$ cat src/design/cfb_pkg.sv
// Package: constants, step codes and result type of the command frame builder.
`default_nettype none

package cfb_pkg;

    localparam logic [15:0] MAX_PAYLOAD = 16'd100;
    localparam int          LEFT_W      = 7;
    localparam logic [7:0]  HEAD_A      = 8'h59;
    localparam logic [7:0]  HEAD_B      = 8'h4D;

    // Position of the next result within the item's expansion
    typedef logic [3:0] cfb_step_t;
    localparam cfb_step_t STEP_HEAD_A = 4'd0;
    localparam cfb_step_t STEP_HEAD_B = 4'd1;
    localparam cfb_step_t STEP_CMD    = 4'd2;
    localparam cfb_step_t STEP_SEQ_LO = 4'd3;
    localparam cfb_step_t STEP_SEQ_HI = 4'd4;
    localparam cfb_step_t STEP_LEN_LO = 4'd5;
    localparam cfb_step_t STEP_LEN_HI = 4'd6;
    localparam cfb_step_t STEP_DATA   = 4'd7;
    localparam cfb_step_t STEP_SUM    = 4'd8;

    localparam logic STATUS_OK  = 1'b0;
    localparam logic STATUS_ERR = 1'b1;

    typedef enum logic [1:0] {
        KIND_HDR,
        KIND_DATA,
        KIND_SUM,
        KIND_ERR
    } cfb_kind_t;

    typedef struct packed {
        logic [7:0] out_byte;
        logic       frame_end;
        logic       status;
    } cfb_result_t;

endpackage

`default_nettype wire

$ cat src/design/cfb_if.sv
// Valid/ready channel interfaces for input items and frame bytes.
`default_nettype none

interface cfb_item_if;
    logic        valid;
    logic        ready;
    logic        start_req;
    logic [7:0]  cmd;
    logic [15:0] body_len;
    logic        has_data;
    logic [7:0]  data_byte;

    modport source (output valid, start_req, cmd, body_len, has_data, data_byte,
                    input ready);
    modport sink   (input valid, start_req, cmd, body_len, has_data, data_byte,
                    output ready);
endinterface

interface cfb_frame_if;
    logic       valid;
    logic       ready;
    logic [7:0] out_byte;
    logic       frame_end;
    logic       status;

    modport source (output valid, out_byte, frame_end, status, input ready);
    modport sink   (input valid, out_byte, frame_end, status, output ready);
endinterface

`default_nettype wire

$ cat src/design/cfb_seq.sv
// Item register, frame state and per-step result selection.
`default_nettype none

module cfb_seq
    import cfb_pkg::*;
(
    input  wire logic  clk,
    input  wire logic  rst_n,
    cfb_item_if.sink   item_ch,
    input  wire logic  can_load,
    output logic       push,
    output cfb_result_t result
);

    // Held item
    logic        busy_reg, busy_next;
    cfb_step_t   step_reg, step_next;
    logic        start_reg;
    logic [7:0]  cmd_reg;
    logic [15:0] len_reg;
    logic        has_data_reg;
    logic [7:0]  data_reg;

    // Frame state
    logic [15:0]       seq_reg, seq_next;
    logic [7:0]        sum_reg, sum_next;
    logic [LEFT_W-1:0] left_reg, left_next;
    logic              open_reg, open_next;

    cfb_kind_t   kind;
    logic [7:0]  hdr_byte;
    logic        last;
    logic        fire;
    logic        accept;
    logic        load;

    // Decode the current step into a result kind
    always_comb
    begin
        kind     = KIND_HDR;
        hdr_byte = HEAD_A;
        last     = 1'b0;
        unique case (step_reg)
            STEP_HEAD_A:
            begin
                if (start_reg && (len_reg > MAX_PAYLOAD))
                begin
                    kind = KIND_ERR;
                    last = 1'b1;
                end
            end
            STEP_HEAD_B: hdr_byte = HEAD_B;
            STEP_CMD:    hdr_byte = cmd_reg;
            STEP_SEQ_LO: hdr_byte = seq_reg[7:0];
            STEP_SEQ_HI: hdr_byte = seq_reg[15:8];
            STEP_LEN_LO: hdr_byte = len_reg[7:0];
            STEP_LEN_HI:
            begin
                hdr_byte = len_reg[15:8];
                last     = (len_reg != 16'd0) && !has_data_reg;
            end
            STEP_DATA:
            begin
                if (start_reg && (left_reg == '0))
                begin
                    kind = KIND_SUM;
                    last = 1'b1;
                end
                else if (!start_reg && (!open_reg || (left_reg == '0)))
                begin
                    kind = KIND_ERR;
                    last = 1'b1;
                end
                else
                begin
                    kind = KIND_DATA;
                    last = (left_reg != LEFT_W'(1));
                end
            end
            STEP_SUM:
            begin
                kind = KIND_SUM;
                last = 1'b1;
            end
            default:
            begin
                kind = KIND_ERR;
                last = 1'b1;
            end
        endcase
    end

    // Result payload
    always_comb
    begin
        result = '{out_byte: hdr_byte, frame_end: 1'b0, status: STATUS_OK};
        case (kind)
            KIND_DATA: result.out_byte = data_reg;
            KIND_SUM:
            begin
                result.out_byte  = sum_reg;
                result.frame_end = 1'b1;
            end
            KIND_ERR:
            begin
                result.out_byte = 8'h00;
                result.status   = STATUS_ERR;
            end
            default: ;
        endcase
    end

    assign fire          = busy_reg && can_load;
    assign push          = fire;
    assign item_ch.ready = !busy_reg || (fire && last);
    assign accept        = item_ch.valid && item_ch.ready;
    // Idle items give no result and are dropped on accept
    assign load          = accept && (item_ch.start_req || item_ch.has_data);

    // Item control
    always_comb
    begin
        busy_next = busy_reg;
        step_next = step_reg;
        if (fire)
        begin
            step_next = step_reg + cfb_step_t'(1);
            if (last)
                busy_next = 1'b0;
        end
        if (load)
        begin
            busy_next = 1'b1;
            step_next = item_ch.start_req ? STEP_HEAD_A : STEP_DATA;
        end
    end

    // Frame state updates per emitted result
    always_comb
    begin
        seq_next  = seq_reg;
        sum_next  = sum_reg;
        left_next = left_reg;
        open_next = open_reg;
        if (fire)
        begin
            case (kind)
                KIND_HDR:
                begin
                    if (step_reg == STEP_HEAD_A)
                    begin
                        sum_next  = HEAD_A;
                        open_next = 1'b1;
                        left_next = len_reg[LEFT_W-1:0];
                    end
                    else
                        sum_next = sum_reg + hdr_byte;
                end
                KIND_DATA:
                begin
                    sum_next  = sum_reg + data_reg;
                    left_next = left_reg - LEFT_W'(1);
                end
                KIND_SUM:
                begin
                    sum_next  = 8'h00;
                    left_next = '0;
                    open_next = 1'b0;
                    seq_next  = seq_reg + 16'd1;
                end
                default: ;
            endcase
        end
    end

    // Control and state registers
    always_ff @(posedge clk or negedge rst_n)
    begin
        if (!rst_n)
        begin
            busy_reg <= 1'b0;
            step_reg <= STEP_HEAD_A;
            seq_reg  <= '0;
            sum_reg  <= '0;
            left_reg <= '0;
            open_reg <= 1'b0;
        end
        else
        begin
            busy_reg <= busy_next;
            step_reg <= step_next;
            seq_reg  <= seq_next;
            sum_reg  <= sum_next;
            left_reg <= left_next;
            open_reg <= open_next;
        end
    end

    // Item payload register
    always_ff @(posedge clk)
    begin
        if (load)
        begin
            start_reg    <= item_ch.start_req;
            cmd_reg      <= item_ch.cmd;
            len_reg      <= item_ch.body_len;
            has_data_reg <= item_ch.has_data;
            data_reg     <= item_ch.data_byte;
        end
    end

endmodule

`default_nettype wire

$ cat src/design/cfb_out_stage.sv
// Output register between the step logic and the frame byte channel.
`default_nettype none

module cfb_out_stage
    import cfb_pkg::*;
(
    input  wire logic  clk,
    input  wire logic  rst_n,
    input  wire logic  push,
    input  cfb_result_t result,
    output logic       can_load,
    cfb_frame_if.source frame_ch
);

    logic        valid_reg;
    cfb_result_t data_reg;

    assign can_load = !valid_reg || frame_ch.ready;

    // Valid flag
    always_ff @(posedge clk or negedge rst_n)
    begin
        if (!rst_n)
            valid_reg <= 1'b0;
        else if (can_load)
            valid_reg <= push;
    end

    // Payload
    always_ff @(posedge clk)
    begin
        if (can_load && push)
            data_reg <= result;
    end

    assign frame_ch.valid     = valid_reg;
    assign frame_ch.out_byte  = data_reg.out_byte;
    assign frame_ch.frame_end = data_reg.frame_end;
    assign frame_ch.status    = data_reg.status;

endmodule

`default_nettype wire

$ cat src/design/command_frame_builder_top.sv
// Top level of the command frame builder.
// Usage:
//   item_ch  : input items (start_req, cmd, body_len, has_data, data_byte).
//              A start item opens a frame; a data item carries one payload byte.
//   frame_ch : frame bytes built from the items on this channel, with frame_end on the
//              closing checksum byte and status=1 on an over-limit length or stray data.
// Path: item register, then step logic, then output register to frame_ch.
// Throughput: the byte stage emits one result per cycle while the output
//   register can take it, and an item holds the block until its results have
//   gone: 1 result for a payload byte, 2 for the last payload byte (byte plus
//   checksum), 7 to 9 for a start item, 1 for an error. Items that yield
//   nothing are dropped on accept. A new item is accepted in the same cycle
//   as the last result of the held item moves to the output register.
// Reset: clears sequence number, checksum, open frame and all valid flags.
// Stall: while frame_ch.ready is low and a byte is offered, the output register
//   holds it, the step logic waits, and item_ch.ready drops once an item is held.
`default_nettype none

module command_frame_builder_top
    import cfb_pkg::*;
(
    input  wire logic   clk,
    input  wire logic   rst_n,
    cfb_item_if.sink    item_ch,
    cfb_frame_if.source frame_ch
);

    logic        push;
    logic        can_load;
    cfb_result_t result;

    cfb_seq u_seq (
        .clk      (clk),
        .rst_n    (rst_n),
        .item_ch  (item_ch),
        .can_load (can_load),
        .push     (push),
        .result   (result)
    );

    cfb_out_stage u_out (
        .clk      (clk),
        .rst_n    (rst_n),
        .push     (push),
        .result   (result),
        .can_load (can_load),
        .frame_ch (frame_ch)
    );

endmodule

`default_nettype wire

$ cat src/flat_wrapper.sv
// flat-port wrapper written by rule: the top's interface ports become plain ports
module command_frame_builder_top_flat import cfb_pkg::*;
  (clk, rst_n, item_ch_valid, item_ch_start_req, item_ch_cmd, item_ch_body_len, item_ch_has_data, item_ch_data_byte, item_ch_ready, frame_ch_valid, frame_ch_out_byte, frame_ch_frame_end, frame_ch_status, frame_ch_ready);
  cfb_item_if item_ch_i ();
  cfb_frame_if frame_ch_i ();
  input  wire logic clk;
  input  wire logic rst_n;
  input wire logic [$bits(item_ch_i.valid)-1:0] item_ch_valid;
  input wire logic [$bits(item_ch_i.start_req)-1:0] item_ch_start_req;
  input wire logic [$bits(item_ch_i.cmd)-1:0] item_ch_cmd;
  input wire logic [$bits(item_ch_i.body_len)-1:0] item_ch_body_len;
  input wire logic [$bits(item_ch_i.has_data)-1:0] item_ch_has_data;
  input wire logic [$bits(item_ch_i.data_byte)-1:0] item_ch_data_byte;
  output wire logic [$bits(item_ch_i.ready)-1:0] item_ch_ready;
  output wire logic [$bits(frame_ch_i.valid)-1:0] frame_ch_valid;
  output wire logic [$bits(frame_ch_i.out_byte)-1:0] frame_ch_out_byte;
  output wire logic [$bits(frame_ch_i.frame_end)-1:0] frame_ch_frame_end;
  output wire logic [$bits(frame_ch_i.status)-1:0] frame_ch_status;
  input wire logic [$bits(frame_ch_i.ready)-1:0] frame_ch_ready;
  assign item_ch_i.valid = item_ch_valid;
  assign item_ch_i.start_req = item_ch_start_req;
  assign item_ch_i.cmd = item_ch_cmd;
  assign item_ch_i.body_len = item_ch_body_len;
  assign item_ch_i.has_data = item_ch_has_data;
  assign item_ch_i.data_byte = item_ch_data_byte;
  assign item_ch_ready = item_ch_i.ready;
  assign frame_ch_valid = frame_ch_i.valid;
  assign frame_ch_out_byte = frame_ch_i.out_byte;
  assign frame_ch_frame_end = frame_ch_i.frame_end;
  assign frame_ch_status = frame_ch_i.status;
  assign frame_ch_i.ready = frame_ch_ready;
  command_frame_builder_top u_core (.clk(clk), .rst_n(rst_n), .item_ch(item_ch_i), .frame_ch(frame_ch_i));
endmodule
$ cat config.mk
export PLATFORM = sky130hd
export DESIGN_NAME = command_frame_builder_top_flat
export DESIGN_NICKNAME = d
export VERILOG_FILES = /design/src/design/cfb_pkg.sv /design/src/design/cfb_if.sv /design/src/design/cfb_seq.sv /design/src/design/cfb_out_stage.sv /design/src/design/command_frame_builder_top.sv /design/src/flat_wrapper.sv
export SDC_FILE = /design/constraint.sdc
export NUM_CORES = 1
export LEC_CHECK = 0
export BUFFER_PORTS_ARGS = -buffer_cell sky130_fd_sc_hd__buf_2
export CORE_MARGIN = 2
export CORE_UTILIZATION = 35
export CTS_BUF_LIST = sky130_fd_sc_hd__clkbuf_16
export DETAILED_ROUTE_END_ITERATION = 8
export PLACE_DENSITY = 0.56
export SLEW_MARGIN = 40
export SYNTH_ARGS = -nofsm -noshare
export SYNTH_HDL_FRONTEND = slang
export SYNTH_SLANG_ARGS = --single-unit
$ cat constraint.sdc
create_clock -name clk -period 4.7 [get_ports clk]
set_input_delay 0.235 -clock clk [delete_from_list [all_inputs] [get_ports clk]]
set_output_delay 0.235 -clock clk [all_outputs]
set_load 0.02 [all_outputs]
==> metrics.csv <==
metric,value,unit
coreArea,12600,µm²
vias_per_cell,5.26,
cts_tree,done,
hp-start,item_ch_data_byte[0],
start_util,35.6,%
syn_avg_cell_area,11.0,µm²
crit_family,compound AO/OA/AOI/OAI gates,
hpwlAfterDp,7.76,mm
path_clk_slew,0.06,ns
ys_seq_area_share,50.8,%
hold_depth,1,
layout_setup_ws,1.36,ns
grt_first_pass_wirelength,17.1,mm
synth_common_cells,"edfxtp_1 (44), dfrtp_1 (38), nand2_1 (36), nor2_1 (28), ha_1 (26)",
synth.net_count,473,
cp_slowest_cell,dfrtp_1,
ys_async_sr_fraction,46.3,%
worstPathCellList,inv_1 -> ha_1 -> nor2_1 -> a21oi_1 -> a21boi_1 -> nand4_1 -> ha_1 -> fa_1 -> a21o_1 -> a21o_1 -> a21oi_1 -> mux2i_1 -> o2111ai_1 -> o311ai_0,
antennaDiodeCount,0,
vdd.ir_drop.worst,0.308,mV
clkPwrFrac,14.7,%
p_seq_share,28.9,%
wl_met3,498,µm
finalNetCount,519,
die_y,117,µm
fmax,299,MHz
status,"finished, final reports clean",
r2r-end,u_core.u_seq.sum_reg[6],
io-pin-count,50,
gr-total-overflow,0,
finalSetupTns,0,ns
die-area,13700,µm²
maxSlewHeadroom,51.1,%
drive_above_1_share,17.5,%
r2r-start,u_core.u_seq.step_reg[0],
rsz0062_at_grt,false,
die_x,117,µm
max_stage_delay,0.43,ns
grtUsageTotal,16.8,%
slew_viol_final,0,
p_sw_share,45.2,%
crit_type,flip-flop to flip-flop,
worst_pin_slew,0.733,ns
r2r_setup_slack,1.36,ns
final_cell_area,5190,µm²
finalSetupViolCount,0,
leakage,2.09,nW
post_cts_buffers,0,
cp_num_buf_inv,1,
place_ws,1.38,ns
ant_nets,0,
synth_most_common_cell,edfxtp_1,
finalCritPeriodShare,71.1,%
required,4.94,ns
area_delta_synth_final,16.0,%
arrival,3.58,ns
wl_met1,4.78,mm
dr.pass1.iters,5,
rr_worst_depth,14,
synth_top_area_share,29.6,%
clock_latency,0.35,ns
h-tree-depth,3,
synth-warning-count,0,
fin_crit,3.34,ns
synthesis.area,4470,µm²
synthDistinctLibCells,57,
hold_ws,0.0578,ns
highest_layer,met4,
synth_ff_type,edfxtp_1,
p_sw,1.98,mW
routedWlPerCell,16.5,µm
place.port_buffers,49,
crit_fanout,8,
place.gp.congestion,0.863,
hold_path_end,u_core.u_seq.data_reg[0],
syn_inst,407,
numCtsBuffers,9,
ys_seq_elements,82,
vias,3316,
finalWirelength,10.4,mm
cts_sinks,82,
antenna_found_initial,0,
worstHoldPathType,input port to flip-flop,
wl_met2,4.82,mm
dr.first_iter.drc_count,193,
netlist_top_cells_area,"edfxtp_1 (30%), dfrtp_1 (21%), ha_1 (7.3%)",
drc,0,
powerDensity,846,nW/µm²
placed_cell_area,4910,µm²
end_kind,flip-flop,
p_int,2.40,mW
fin_skew,0.00575,ns
grt_pass1_vias,3375,
start_kind,flip-flop,
synth_top_area_cell,edfxtp_1,
cts-root-buf,clkbuf_16,
final_cells,630,
finalHoldViolCount,0,
num_rows,41,
synth-edff-count,44,
dp.cells,613,
cts_max_path_buffers,2,
maxCapViolations,0,
grt_max_degree,39,
combPwrFrac,56.3,%
## worst reg2reg max path: stages, from the launching register on
cell	delay (ns)
dfrtp_1	0.43
inv_1	0.10
ha_1	0.31
nor2_1	0.10
a21oi_1	0.18
a21boi_1	0.30
nand4_1	0.17
ha_1	0.25
fa_1	0.42
a21o_1	0.17
a21o_1	0.19
a21oi_1	0.17
mux2i_1	0.22
o2111ai_1	0.11
o311ai_0	0.12
## power by group through the flow
stage / clock network (mW) / registers [mW] / logic [mW]
after global placement: 0 / 1.28 / 2.40
after CTS: 0.664 / 1.27 / 2.48
after global routing: 0.697 / 1.30 / 2.78
after detailed placement: 0 / 1.28 / 2.47
final: 0.646 / 1.27 / 2.47
after floorplan: 0 / 1.28 / 1.85
## cells in the final DEF (no fill, tap or decap), drive strengths merged, types with 4 or more instances in the layout
master and n:
and2 6, buf 51, xor2 8, a22oi 25, a21oi 21, clkinv 4
and3 6, nand3 10, o21ai 24, edfxtp 44, nand4 10, nor3 9
a31oi 8, o21a 4, inv 10, a21o 8, dfrtp 38, clkbuf 9
nand2b 5, nor2b 5, nand2 36, nor2 29, xnor2 22, ha 26
a32oi 4
## per-stage QoR
step | power, mW | util (%)
5_1_grt | 4.77 | 41.3
3_5_place_dp | 3.75 | 39.0
6_report | 4.39 | 41.3
3_3_place_gp | 3.68 | 38.8
2_1_floorplan | 3.12 | -
4_1_cts | 4.41 | 41.3
## cells by family (layout without fill, tap and decap cells)
| kind of cell | Yosys count | in the layout | share of synthesized area (%) |
|---|---|---|---|
| flip-flops | 82 | 82 | 50.8 |
| AND/OR/NAND/NOR | 126 | 126 | 14.6 |
| multiplexers | 3 | 3 | 0.700 |
| XOR/XNOR | 30 | 30 | 5.88 |
| buffers and inverters | 26 | 77 | 2.32 |
| adder cells (fa/ha/maj) | 28 | 28 | 8.17 |
| AO/OA/AOI/OAI | 112 | 112 | 17.5 |
## timing repair
action,4_1_cts,5_1_grt
resized for setup,0,0
endpoints found under the hold margin,38,0
hold buffers,1,0
## routing by layer
layer,track usage (%),vias up
li1,-,1611
met1,21.4,1593
met2,26.7,89
met3,4.12,23
met4,8.16,0
met5,0,-
## how the worst max path moves through the flow
| stage | startpoint | to | slack [ns] | cells after the start |
|---|---|---|---|---|
| 2_1_floorplan | u_core.u_seq.step_reg[0] | u_core.u_seq.cmd_reg[0] | 1.10 | 7 |
| 3_3_place_gp | u_core.u_seq.step_reg[0] | u_core.u_seq.sum_reg[6] | 1.50 | 14 |
| 3_5_place_dp | u_core.u_seq.step_reg[0] | u_core.u_seq.sum_reg[6] | 1.38 | 14 |
| 4_1_cts | u_core.u_seq.step_reg[0] | u_core.u_seq.sum_reg[6] | 1.37 | 14 |
| 5_1_grt | u_core.u_seq.step_reg[0] | u_core.u_seq.sum_reg[6] | 1.04 | 14 |
| 6_report | u_core.u_seq.step_reg[0] | u_core.u_seq.sum_reg[6] | 1.36 | 14 |
## cell type report
cell class	instances	area (µm²)
timing repair buffer	52	293
clock inverter	7	45.0
tap	172	215
sequential	82	2270
multi-input combinational	299	2100
inverter	9	33.8
clock buffer	9	225
fill	1191	7380
Power figures use the tool's default switching activity.
